$ cat src/hw/rtl/assert_macros.svh
// Assertion macros used by the top level of the smoothing filter.
// Checks compile away when SYNTHESIS is defined; no other dependencies.
`ifndef ASSERT_MACROS_SVH
`define ASSERT_MACROS_SVH

`ifndef SYNTHESIS

// Assert a property on every rising clock edge outside reset.
`define ASSERT_ALWAYS(lbl, clk, rstn, prop, msg) \
    lbl: assert property (@(posedge clk) disable iff (!(rstn)) (prop)) else $error(msg);

// Assert that cons holds in the cycle after ante.
`define ASSERT_NEXT(lbl, clk, rstn, ante, cons, msg) \
    lbl: assert property (@(posedge clk) disable iff (!(rstn)) (ante) |=> (cons)) \
        else $error(msg);

`else

`define ASSERT_ALWAYS(lbl, clk, rstn, prop, msg)
`define ASSERT_NEXT(lbl, clk, rstn, ante, cons, msg)

`endif

`endif

$ cat src/hw/rtl/rgbsf_pkg.sv
// Shared constants and types of the RGB 3x3 smoothing filter.
// Used by the line buffer, the kernel and the top level; no dependencies.
package rgbsf_pkg;

    localparam int MAX_SIZE     = 512;
    localparam int MIN_SIZE     = 3;
    localparam int CHANNEL_BITS = 16;
    localparam int OUT_BITS     = CHANNEL_BITS + 2;
    localparam int SIZE_BITS    = 10;
    localparam int POS_BITS     = $clog2(MAX_SIZE);
    localparam int ADDR_BITS    = $clog2(MAX_SIZE);

    localparam logic [SIZE_BITS-1:0] SIZE_RESET = SIZE_BITS'(64);

    typedef logic [CHANNEL_BITS-1:0] chan_t;
    typedef logic [OUT_BITS-1:0]     out_chan_t;
    typedef logic [POS_BITS-1:0]     pos_t;
    typedef logic [ADDR_BITS-1:0]    addr_t;

    // red in the lowest bits
    typedef struct packed {
        chan_t blue;
        chan_t green;
        chan_t red;
    } pixel_t;

    typedef struct packed {
        out_chan_t blue;
        out_chan_t green;
        out_chan_t red;
    } out_pixel_t;

    // one line buffer entry: rows r-2 and r-1 of a column
    typedef struct packed {
        pixel_t upper;
        pixel_t middle;
    } lb_entry_t;

    typedef struct packed {
        logic  rd_en;
        addr_t rd_addr;
        logic  wr_en;
        addr_t wr_addr;
    } lb_ctl_t;

endpackage

$ cat src/hw/rtl/rgbsf_kernel.sv
// Weighted 3x3 sum for the three channels: centre 1, edges 1/4, corners 1/8.
// Pure combinational datapath. Depends on rgbsf_pkg.
module rgbsf_kernel (
    input  rgbsf_pkg::pixel_t     w0_top,
    input  rgbsf_pkg::pixel_t     w0_mid,
    input  rgbsf_pkg::pixel_t     w0_cur,
    input  rgbsf_pkg::pixel_t     w1_top,
    input  rgbsf_pkg::pixel_t     w1_mid,
    input  rgbsf_pkg::pixel_t     w1_cur,
    input  rgbsf_pkg::pixel_t     top,
    input  rgbsf_pkg::pixel_t     mid,
    input  rgbsf_pkg::pixel_t     cur,
    output rgbsf_pkg::out_pixel_t result
);

    // truncate every shifted term before the sum
    function automatic rgbsf_pkg::out_chan_t smooth(
        input rgbsf_pkg::chan_t ctr,
        input rgbsf_pkg::chan_t e0,
        input rgbsf_pkg::chan_t e1,
        input rgbsf_pkg::chan_t e2,
        input rgbsf_pkg::chan_t e3,
        input rgbsf_pkg::chan_t k0,
        input rgbsf_pkg::chan_t k1,
        input rgbsf_pkg::chan_t k2,
        input rgbsf_pkg::chan_t k3
    );
        rgbsf_pkg::out_chan_t sum;
        sum = rgbsf_pkg::out_chan_t'(ctr)
            + rgbsf_pkg::out_chan_t'(e0 >> 2) + rgbsf_pkg::out_chan_t'(e1 >> 2)
            + rgbsf_pkg::out_chan_t'(e2 >> 2) + rgbsf_pkg::out_chan_t'(e3 >> 2)
            + rgbsf_pkg::out_chan_t'(k0 >> 3) + rgbsf_pkg::out_chan_t'(k1 >> 3)
            + rgbsf_pkg::out_chan_t'(k2 >> 3) + rgbsf_pkg::out_chan_t'(k3 >> 3);
        return sum;
    endfunction

    assign result.red   = smooth(w0_mid.red, w0_top.red, w0_cur.red, w1_mid.red, mid.red,
                                 w1_top.red, w1_cur.red, top.red, cur.red);
    assign result.green = smooth(w0_mid.green, w0_top.green, w0_cur.green, w1_mid.green,
                                 mid.green, w1_top.green, w1_cur.green, top.green,
                                 cur.green);
    assign result.blue  = smooth(w0_mid.blue, w0_top.blue, w0_cur.blue, w1_mid.blue,
                                 mid.blue, w1_top.blue, w1_cur.blue, top.blue, cur.blue);

endmodule

$ cat config.mk
export PLATFORM = sky130hd
export DESIGN_NAME = rgbsf_kernel
export DESIGN_NICKNAME = d
export VERILOG_FILES = /design/src/hw/rtl/assert_macros.svh /design/src/hw/rtl/rgbsf_pkg.sv /design/src/hw/rtl/rgbsf_kernel.sv
export SDC_FILE = /design/constraint.sdc
export NUM_CORES = 1
export LEC_CHECK = 0
export ABC_AREA = 1
export ABC_CLOCK_PERIOD_IN_PS = 4600
export BUFFER_PORTS_ARGS = -buffer_cell sky130_fd_sc_hd__buf_2
export CORE_AREA = 2 2 186 188
export DETAILED_ROUTE_END_ITERATION = 10
export DIE_AREA = 0 0 188 190
export PLACE_DENSITY = 0.65
export SYNTH_ARGS = -nofsm -noshare
export SYNTH_HDL_FRONTEND = slang
export SYNTH_SLANG_ARGS = --single-unit
export TNS_END_PERCENT = 10
$ cat constraint.sdc
create_clock -name vclk -period 4.6
set_clock_uncertainty 0.05 [all_clocks]
set_input_delay 0.46 -clock vclk [all_inputs]
set_output_delay 0.46 -clock vclk [all_outputs]
set_load 0.05 [all_outputs]
; Word level (Yosys, flattened, before mapping)
; Index checks and enable logic that the tools add are counted.
[totals]
rom_bits = 0
output_inout_bits = 54
in_bits = 432
mem_count = 0
ram_bits = 0
latchBits = 0
elab_cells = 24
register_bits = 0
[classes]
div = 0
addsub = 24
magnitude_cmp = 0
n_reduce_logical = 0
n_mux = 0
eq_ne = 0
n_shift = 0
bitwise = 0
n_mul = 0
[op_table]
columns = cell, count
row1 = 18-bit by 13-bit adder with 18-bit output, 12
row2 = 18-bit by 14-bit adder with 18-bit output, 7
row3 = 16-bit by 14-bit adder with 17-bit output, 3
row4 = 17-bit by 14-bit adder with 18-bit output, 2

; Depth between registers and ports, before layout
; Gate-level depths: netlist (run 1).
[logic_depth]
ltp_word = 8
ltp_mapped = 25
depth_no_buf = 25

; Worst setup path after synthesis (run 1)
; OpenSTA, ideal clock, no wires.
[synth_timing]
path_type = input -> output
from = input port w0_top[34] (netlist bit)
to = output port result[46] (netlist bit)
setup_slack_ps = -515
path_buffers = 0
stages = 21
arrival_ps = 4605
t_required_ps = 4090
path_cell_list = ha_1 > fa_1 > nand2_1 > nand2_1 > and2_4 > nand2_1 > nand2_1 > xnor2_1 > fa_1 > inv_1 > fa_1 > inv_1 > fa_1 > inv_1 > ha_1 > nand2_1 > inv_1 > nand2_1 > nand2_1 > a21oi_1 > xnor2_1
[synth_lines]
columns = item, line
row1 = from (decl), rgbsf_kernel.sv:4  ; input rgbsf_pkg::pixel_t w0_top,
row2 = to (decl), rgbsf_kernel.sv:13  ; output rgbsf_pkg::out_pixel_t result

==> results of run 1 <==
## cell families (layout without fill, tap and decap cells)
kind of cell	after synthesis	in the layout
buf+inv	529	1007
compound gates	32	32
xor+xnor	28	28
simple gates	421	421
fa+ha+maj	352	352
other cells	0	2
## final timing paths
| kind | endpoint | slack, ns | cells past startpoint |
|---|---|---|---|
| hold / removal | result[0] | 1.48 | 4 |
| setup / recovery | result[52] | -0.27 | 23 |
## layer usage
layer	track usage (%)	vias to the layer above	share of wire, %
li1	-	4719	-
met1	19.3	4477	38
met4	2.91	2	1.9
met2	32.1	286	54
met3	2.34	31	5.8
met5	0	-	0.027
## placed cells by master, fill, tap and decap left out, drive strengths merged
cell type and n:
ha 84, nand4 9, xor2 17, a211oi 1, a21oi 30, or2 5, fa 268, xnor2 11
clkbuf 2, buf 476, nand2 305, nand3b 9, inv 529, and2 3, nand3 36, o21bai 1
diode 2, nor3 11, nor2 43
## metrics by stage
step	hold slack [ns]	area (um2)	instances	setup TNS [ns]	utilization, %
floorplan	1.36	10700	1362	-1.25	-
global placement	1.48	13900	2291	-8.14	40.9
detailed placement	1.47	13900	2291	-9.01	40.9
CTS	1.48	14400	2293	-2.88	42.4
global route	1.50	14700	2297	-6.07	43.4
finish	1.48	14700	2297	-2.89	43.4
## final cells by class
cell class / instances / area [um2]
fill: 3386 / 19200
antenna: 2 / 5.00
timing repair buffer: 478 / 2820
inverter: 529 / 1990
multi-input combinational: 833 / 9360
tap: 455 / 569
## critical path: cells and delay by family
family / cells / cell delay [ns]
XOR/XNOR: 1 / 0.13
adder cells (fa/ha/maj): 6 / 2.27
buffers and inverters: 7 / 0.63
AND/OR/NAND/NOR: 9 / 0.86
## what timing repair did
item / in CTS / in global routing
hold buffers: 0 / 0
pin swaps: 58 / 38
buffers inserted: 2 / 2
gates resized for setup: 132 / 95
setup endpoints to repair: 29 / 39
==> results.tsv, run 1 <==
metric	value	unit
outcome	complete, but fails checks	
failed_checks	setup timing	
ioPinCount	486	
syn2layout_area_growth	39.5	%
ff_latch_area	0	um2
drv_cap	0	
relSlewSlack	80.4	%
io_buffers	426	
drtIter0Drc	221	
netlist_instances	1362	
slowest_delay	0.52	ns
yosysTopAreaCell	fa_1	
cp_max_fo	3	
period_needed	4.87	ns
path_common_cell	nand2_2	
seq_cells	0	
syn_nets	2146	
hold_viol_final	0	
yosys-top-cells-area	fa_1 51%, inv_1 19%, nand2_1 11%	
fmax	205	MHz
synth_xor_area_share	2.32	%
netlist_area	10600	um2
hp-start	cur[3]	
netlist.area_leader.share	50.8	%
grt_usage	16.5	%
wire_per_inst	12.7	um
die_area	35700	um2
route.detailed.drc	0	
yosys.area_share.simple	16.6	%
grt_max_degree	6	
grt_pass1_wl	47700	um
path_cells	buf_6 > ha_4 > fa_2 > nand2_2 > nand2_2 > and2_4 > buf_4 > xnor2_2 > fa_1 > inv_1 > fa_1 > inv_2 > fa_1 > inv_2 > ha_4 > buf_6 > nand4_1 > nand2_2 > nand2_2 > nand2_1 > nand2_1 > nand2_2 > buf_8	
synth.area.mux_share	0	%
avgSynthCellArea	7.76	um2
fp.dieH	190	um
setup_viol	13	
yosys.area_share.adder	60.7	%
cp.arrival	4.36	ns
cp.required	4.09	ns
crit_start	w0_mid[32]	
start_kind	primary input	
globalRouteOverflowTotal	0	
drive_above_1_share	34.7	%
min-delay-path-class	in2out	
finalCritPeriodShare	106	%
seq_area_frac_synth	0	%
postRouteAntennaNets	0	
synth_compound_area_share	1.56	%
dp_slack	-0.588	ns
finalWorstSetupSlack	-0.267	ns
ys_warn_count	0	
worst_pin_slew	0.292	ns
clkbuf_count	0	
vias	9515	
initial_core_util	31.1	%
row_count	68	
critPathCaptureType	primary output	
antenna_found_initial	3	
nNetsFinal	2626	
cpMaxStageDelayCell	fa_1	
core-area	33900	um2
slew_viol_final	0	
rsz0062_at_grt	yes	
totalWireLength	29300	um
gp_congestion	0.892	
die_x	188	um
drt-pass1-iter-count	4	
hpwlAfterDp	27900	um
path_class	in2out	
vias_per_cell	4.14	
synth_top_family_by_area	adder cells	
synth_cell_types	20	
synthTopCellsByCount	528 x inv_1, 302 x nand2_1, 268 x fa_1	
synth.most_common_cell	inv_1	
grt_pass1_vias	10300	
Power of run 1 is left out: the tool's default activity adds up to more than one toggle a clock period on the data nets, which glitch-free logic cannot reach.
==> inputs of run 2 (changes only) <==
--- a/config.mk
+++ b/config.mk
@@ -12,6 +12,7 @@
 export DETAILED_ROUTE_END_ITERATION = 10
 export DIE_AREA = 0 0 188 190
 export PLACE_DENSITY = 0.65
+export SETUP_SLACK_MARGIN = 0.15
 export SYNTH_ARGS = -nofsm -noshare
 export SYNTH_HDL_FRONTEND = slang
 export SYNTH_SLANG_ARGS = --single-unit
==> results.tsv, run 2 (synthesis results as in run 1) <==
metric	value	unit	change
final_cell_mix	508 x inv_1, 382 x buf_2, 254 x fa_1, 236 x nand2_1, 58 x nand2_2		was 511 x inv_1, 386 x buf_2, 260 x fa_1, 248 x nand2_1, 59 x ha_1
period_needed	4.92	ns	was 4.87 ns
drtIter0Drc	299		was 221
row_count	68		unchanged
cp.required	4.09	ns	about the same
finalCritPeriodShare	107	%	was 106%
seq_cells	0		unchanged
dp_slack	-0.556	ns	was -0.588 ns
vias	9652		was 9,515
postRouteAntennaNets	0		unchanged
wire_per_inst	13.1	um	was 12.7 um
cp.arrival	4.41	ns	was 4.36 ns
fin_area	15000	um2	was 14,700 um2
ioPinCount	486		unchanged
final_common_cell	inv_1		unchanged
cpMaxStageDelayCell	fa_1		unchanged
nNetsFinal	2625		was 2,626
postLayoutCoreUtil	44.1	%	was 43.4%
critPathCaptureType	primary output		unchanged
path_class	in2out		unchanged
antenna_found_initial	3		unchanged
holdWs	1.48	ns	about the same
hpwlAfterDp	28600	um	was 27,900 um
hold_viol_final	0		unchanged
rsz0062_at_grt	yes		unchanged
syn2layout_area_growth	41.5	%	was 39.5%
drt-pass1-iter-count	5		was 4
finalWorstSetupSlack	-0.315	ns	was -0.267 ns
core-area	33900	um2	unchanged
min-delay-path-class	in2out		unchanged
relSlewSlack	80.1	%	was 80.4%
path_cells	buf_2 > ha_1 > buf_4 > nand2_1 > nand3b_1 > nand2_2 > buf_6 > xor2_2 > fa_1 > fa_1 > fa_1 > ha_4 > nand2_2 > inv_2 > nand4_1 > nand2_2 > buf_6 > xor2_4 > buf_6		was buf_6 > ha_4 > fa_2 > nand2_2 > nand2_2 > and2_4 > buf_4 > xnor2_2 > fa_1 > inv_1 > fa_1 > inv_2 > fa_1 > inv_2 > ha_4 > buf_6 > nand4_1 > nand2_2 > nand2_2 > nand2_1 > nand2_1 > nand2_2 > buf_8
outcome	complete, but fails checks		unchanged
ff_latch_area	0	um2	unchanged
clkbuf_count	0		unchanged
totalWireLength	30200	um	was 29,300 um
drv_cap	0		unchanged
drive_above_1_share	37.0	%	was 34.7%
cp_max_fo	4		was 3
setup_viol	12		was 13
start_kind	primary input		unchanged
io_buffers	426		unchanged
die_x	188	um	unchanged
failed_checks	setup timing		unchanged
slew_viol_final	0		unchanged
die_area	35700	um2	unchanged
placed_area	14000	um2	was 13,900 um2
initial_core_util	31.1	%	unchanged
vias_per_cell	4.20		was 4.14
nFillCells	3371		was 3,386
grt_max_degree	6		unchanged
globalRouteOverflowTotal	0		unchanged
grt_pass1_wl	49500	um	was 47,700 um
slowest_delay	0.58	ns	was 0.52 ns
fp.dieH	190	um	unchanged
fmax	203	MHz	was 205 MHz
grt_usage	17.1	%	was 16.5%
gp_congestion	0.936		was 0.892
route.detailed.drc	0		unchanged
worst_pin_slew	0.301	ns	was 0.292 ns
grt_pass1_vias	10500		was 10,300
run 2: timing repair:
item / CTS / global route
endpoints found under the setup margin: 41 / 43
pin swaps: 66 / 32
gates resized for setup: 191 / 73
hold endpoints to repair: 0 / 0
setup buffers: 2 / 0
hold buffers: 0 / 0
run 2: path summary, 6_finish.rpt:
kind / startpoint / endpoint / slack, ns / cells past startpoint
worst max-delay path: w0_top[39] / result[44] / -0.32 / 19
worst min-delay path: cur[35] / result[36] / 1.48 / 4
run 2: worst max-delay path: cells and delay by family:
family / cells / cell delay, ns
simple gates: 6 / 0.65
buf+inv: 6 / 0.78
xor+xnor: 2 / 0.30
fa+ha+maj: 5 / 2.20
run 2: layer usage:
metal | global-route usage (%) | share of wire [%] | vias to the layer above
met3 | 1.66 | 5.2 | 28
met2 | 33.1 | 53 | 312
met1 | 20.9 | 40 | 4600
li1 | - | - | 4712
met4 | 2.51 | 1.5 | 0
met5 | 0 | 0 | -
run 2: final cells by class:
| type | instances | area [um2] | area share, % |
|---|---|---|---|
| repair buffers | 477 | 2860 | 19.1 |
| well taps | 455 | 569 | 3.81 |
| inverters | 529 | 1990 | 13.3 |
| diodes | 3 | 7.51 | 0.0502 |
| multi-input cells | 833 | 9530 | 63.7 |
run 2: per-stage QoR:
step / std cells / TNS (ns)
floorplan: 1362 / -0.280
global placement: 2292 / -7.51
detailed placement: 2292 / -8.23
CTS: 2294 / -2.95
global route: 2297 / -5.60
finish: 2297 / -2.91
Power of run 2 is left out for the same reason.
==> inputs of run 3 (changes only) <==
--- a/config.mk
+++ b/config.mk
@@ -5,13 +5,12 @@
 export SDC_FILE = /design/constraint.sdc
 export NUM_CORES = 1
 export LEC_CHECK = 0
-export ABC_AREA = 1
 export ABC_CLOCK_PERIOD_IN_PS = 4600
 export BUFFER_PORTS_ARGS = -buffer_cell sky130_fd_sc_hd__buf_2
-export CORE_AREA = 2 2 186 188
+export CORE_AREA = 2 2 192 194
 export DETAILED_ROUTE_END_ITERATION = 10
-export DIE_AREA = 0 0 188 190
-export PLACE_DENSITY = 0.65
+export DIE_AREA = 0 0 194 196
+export PLACE_DENSITY = 0.6
 export SETUP_SLACK_MARGIN = 0.15
 export SYNTH_ARGS = -nofsm -noshare
 export SYNTH_HDL_FRONTEND = slang
==> results.tsv, run 3 <==
metric	value	unit	change
failed_checks	setup timing		unchanged
syn_nets	1848		was 2,146
totalWireLength	27400	um	was 30,200 um
clkbuf_count	0		unchanged
seq_area_frac_synth	0	%	unchanged
slowest_delay	0.51	ns	was 0.58 ns
final_common_cell	inv_1		unchanged
yosys-top-cells-area	fa_1 54%, inv_1 15%, ha_1 11%		was fa_1 51%, inv_1 19%, nand2_1 11%
holdWs	1.46	ns	was 1.48 ns
finalWorstSetupSlack	-1.13	ns	was -0.315 ns
drive_above_1_share	40.0	%	was 37.0%
final_cell_mix	405 x inv_1, 380 x buf_2, 257 x fa_1, 135 x buf_4, 78 x ha_1		was 508 x inv_1, 382 x buf_2, 254 x fa_1, 236 x nand2_1, 58 x nand2_2
path_class	in2out		unchanged
synth_xor_area_share	3.62	%	was 2.32%
cpMaxStageDelayCell	fa_1		unchanged
die_area	38000	um2	was 35,700 um2
relSlewSlack	73.9	%	was 80.1%
wire_per_inst	13.2	um	was 13.1 um
synth_cell_types	57		was 20
die_x	194	um	was 188 um
antenna_found_initial	2		was 3
hold_viol_final	0		unchanged
path_common_cell	fa_1		
drtIter0Drc	135		was 299
avgSynthCellArea	9.33	um2	was 7.76 um2
gp_congestion	0.924		was 0.936
synth_compound_area_share	10.4	%	was 1.56%
grt_usage	14.8	%	was 17.1%
postRouteAntennaNets	0		unchanged
period_needed	5.73	ns	was 4.92 ns
synth.area.mux_share	0.214	%	was 0%
rsz0062_at_grt	yes		unchanged
yosys.area_share.simple	5.28	%	was 16.6%
yosys.area_share.adder	64.6	%	was 60.7%
ff_latch_area	0	um2	unchanged
start_kind	primary input		unchanged
core-area	36100	um2	was 33,900 um2
route.detailed.drc	0		unchanged
ioPinCount	486		unchanged
fp.dieH	196	um	was 190 um
path_cells	buf_6 > ha_4 > fa_2 > a211oi_2 > o21bai_2 > o211ai_1 > nand2b_1 > a21oi_2 > xor2_1 > fa_1 > inv_1 > fa_1 > inv_2 > fa_1 > inv_2 > ha_4 > nand4_1 > buf_4 > a21oi_1 > nor2_2 > a21oi_2 > o41a_1 > xor2_4 > buf_6		was buf_2 > ha_1 > buf_4 > nand2_1 > nand3b_1 > nand2_2 > buf_6 > xor2_2 > fa_1 > fa_1 > fa_1 > ha_4 > nand2_2 > inv_2 > nand4_1 > nand2_2 > buf_6 > xor2_4 > buf_6
cp.required	4.09	ns	about the same
finalCritPeriodShare	125	%	was 107%
slew_viol_final	0		unchanged
vias_per_cell	4.21		was 4.20
wl_met3	1410	um	was 1590 um
grt_max_degree	10		was 6
min-delay-path-class	in2out		unchanged
outcome	complete, but fails checks		unchanged
drt-pass1-iter-count	4		was 5
dp_slack	-1.44	ns	was -0.556 ns
row_count	70		was 68
initial_core_util	27.5	%	was 31.1%
hpwlAfterDp	26200	um	was 28,600 um
vias	8721		was 9,652
seq_cells	0		unchanged
syn2layout_area_growth	44.0	%	was 41.5%
globalRouteOverflowTotal	0		unchanged
grt_pass1_vias	9855		was 10,500
wl_met2	15100	um	was 16,100 um
worst_pin_slew	0.389	ns	was 0.301 ns
io_buffers	426		unchanged
highest_layer	met5		was met4
nNetsFinal	2389		was 2,625
cp.arrival	5.22	ns	was 4.41 ns
synthTopCellsByCount	409 x inv_1, 268 x fa_1, 84 x ha_1		was 528 x inv_1, 302 x nand2_1, 268 x fa_1
synth_top_family_by_area	adder cells		unchanged
netlist_instances	1064		was 1,362
critPathCaptureType	primary output		unchanged
critPathBufInv	6		unchanged
setup_viol	35		was 12
fmax	175	MHz	was 203 MHz
path_delay_family	adder cells		unchanged
met1_length	10200	um	was 12,100 um
netlist.area_leader.share	54.0	%	was 50.8%
netlist_area	9930	um2	was 10,600 um2
drv_cap	0		unchanged
synth.most_common_cell	inv_1		unchanged
grt_pass1_wl	46100	um	was 49,500 um
yosysTopAreaCell	fa_1		unchanged
cp_max_fo	4		unchanged
ys_warn_count	0		unchanged
-- run 3: cell types whose count changed after synthesis, sizes merged, moves of 6 or more --
| cell | previous run | this run |
|---|---|---|
| a21o | 0 | 20 |
| inv | 529 | 409 |
| o21a | 0 | 9 |
| xnor2 | 11 | 27 |
| nand3b | 9 | 3 |
| o21ai | 0 | 24 |
| a211oi | 1 | 9 |
| nor2 | 43 | 34 |
| a31oi | 0 | 12 |
| nand2 | 305 | 20 |
| o21bai | 1 | 8 |
| clkbuf | 0 | 6 |
| nand3 | 36 | 8 |
-- run 3: stage by stage --
| step | std cells | area, um2 | utilization (%) | setup TNS, ns |
|---|---|---|---|---|
| detailed placement | 2065 | 13700 | 38.1 | -25.71 |
| global route | 2072 | 14300 | 39.6 | -23.74 |
| floorplan | 1064 | 10100 | - | -16.19 |
| global placement | 2065 | 13700 | 38.1 | -24.22 |
| CTS | 2070 | 14200 | 39.3 | -17.33 |
| finish | 2072 | 14300 | 39.6 | -16.40 |
-- run 3: area by class of cell --
cell class | instances | area, um2
timing repair buffer | 548 | 3330
antenna | 1 | 2.50
multi-input combinational | 646 | 8840
fill | 3651 | 21800
inverter | 409 | 1540
tap | 468 | 586
-- run 3: timing repair --
action	4_1_cts	5_1_grt
gates cloned	0	0
hold endpoints to repair	0	0
setup endpoints to repair	42	42
buffers inserted	5	1
hold buffers	0	0
gates resized for setup	107	30
pin swaps	43	17
-- run 3: cell families after synthesis --
kind of cell    Yosys count
mux                       2
simple gates            103
xor+xnor                 41
buf+inv                 418
compound gates          148
fa+ha+maj               352
-- run 3: final timing paths --
path,startpoint,endpoint,depth (start not counted)
worst max-delay path,w0_top[34],result[53],24
worst min-delay path,cur[35],result[36],4
-- run 3: routing by layer --
layer,global-route usage [%],vias up
met4,2.81,2
met5,0,-
li1,-,4212
met3,1.70,30
met1,17.3,4255
met2,28.9,222
Power of run 3 is left out for the same reason.
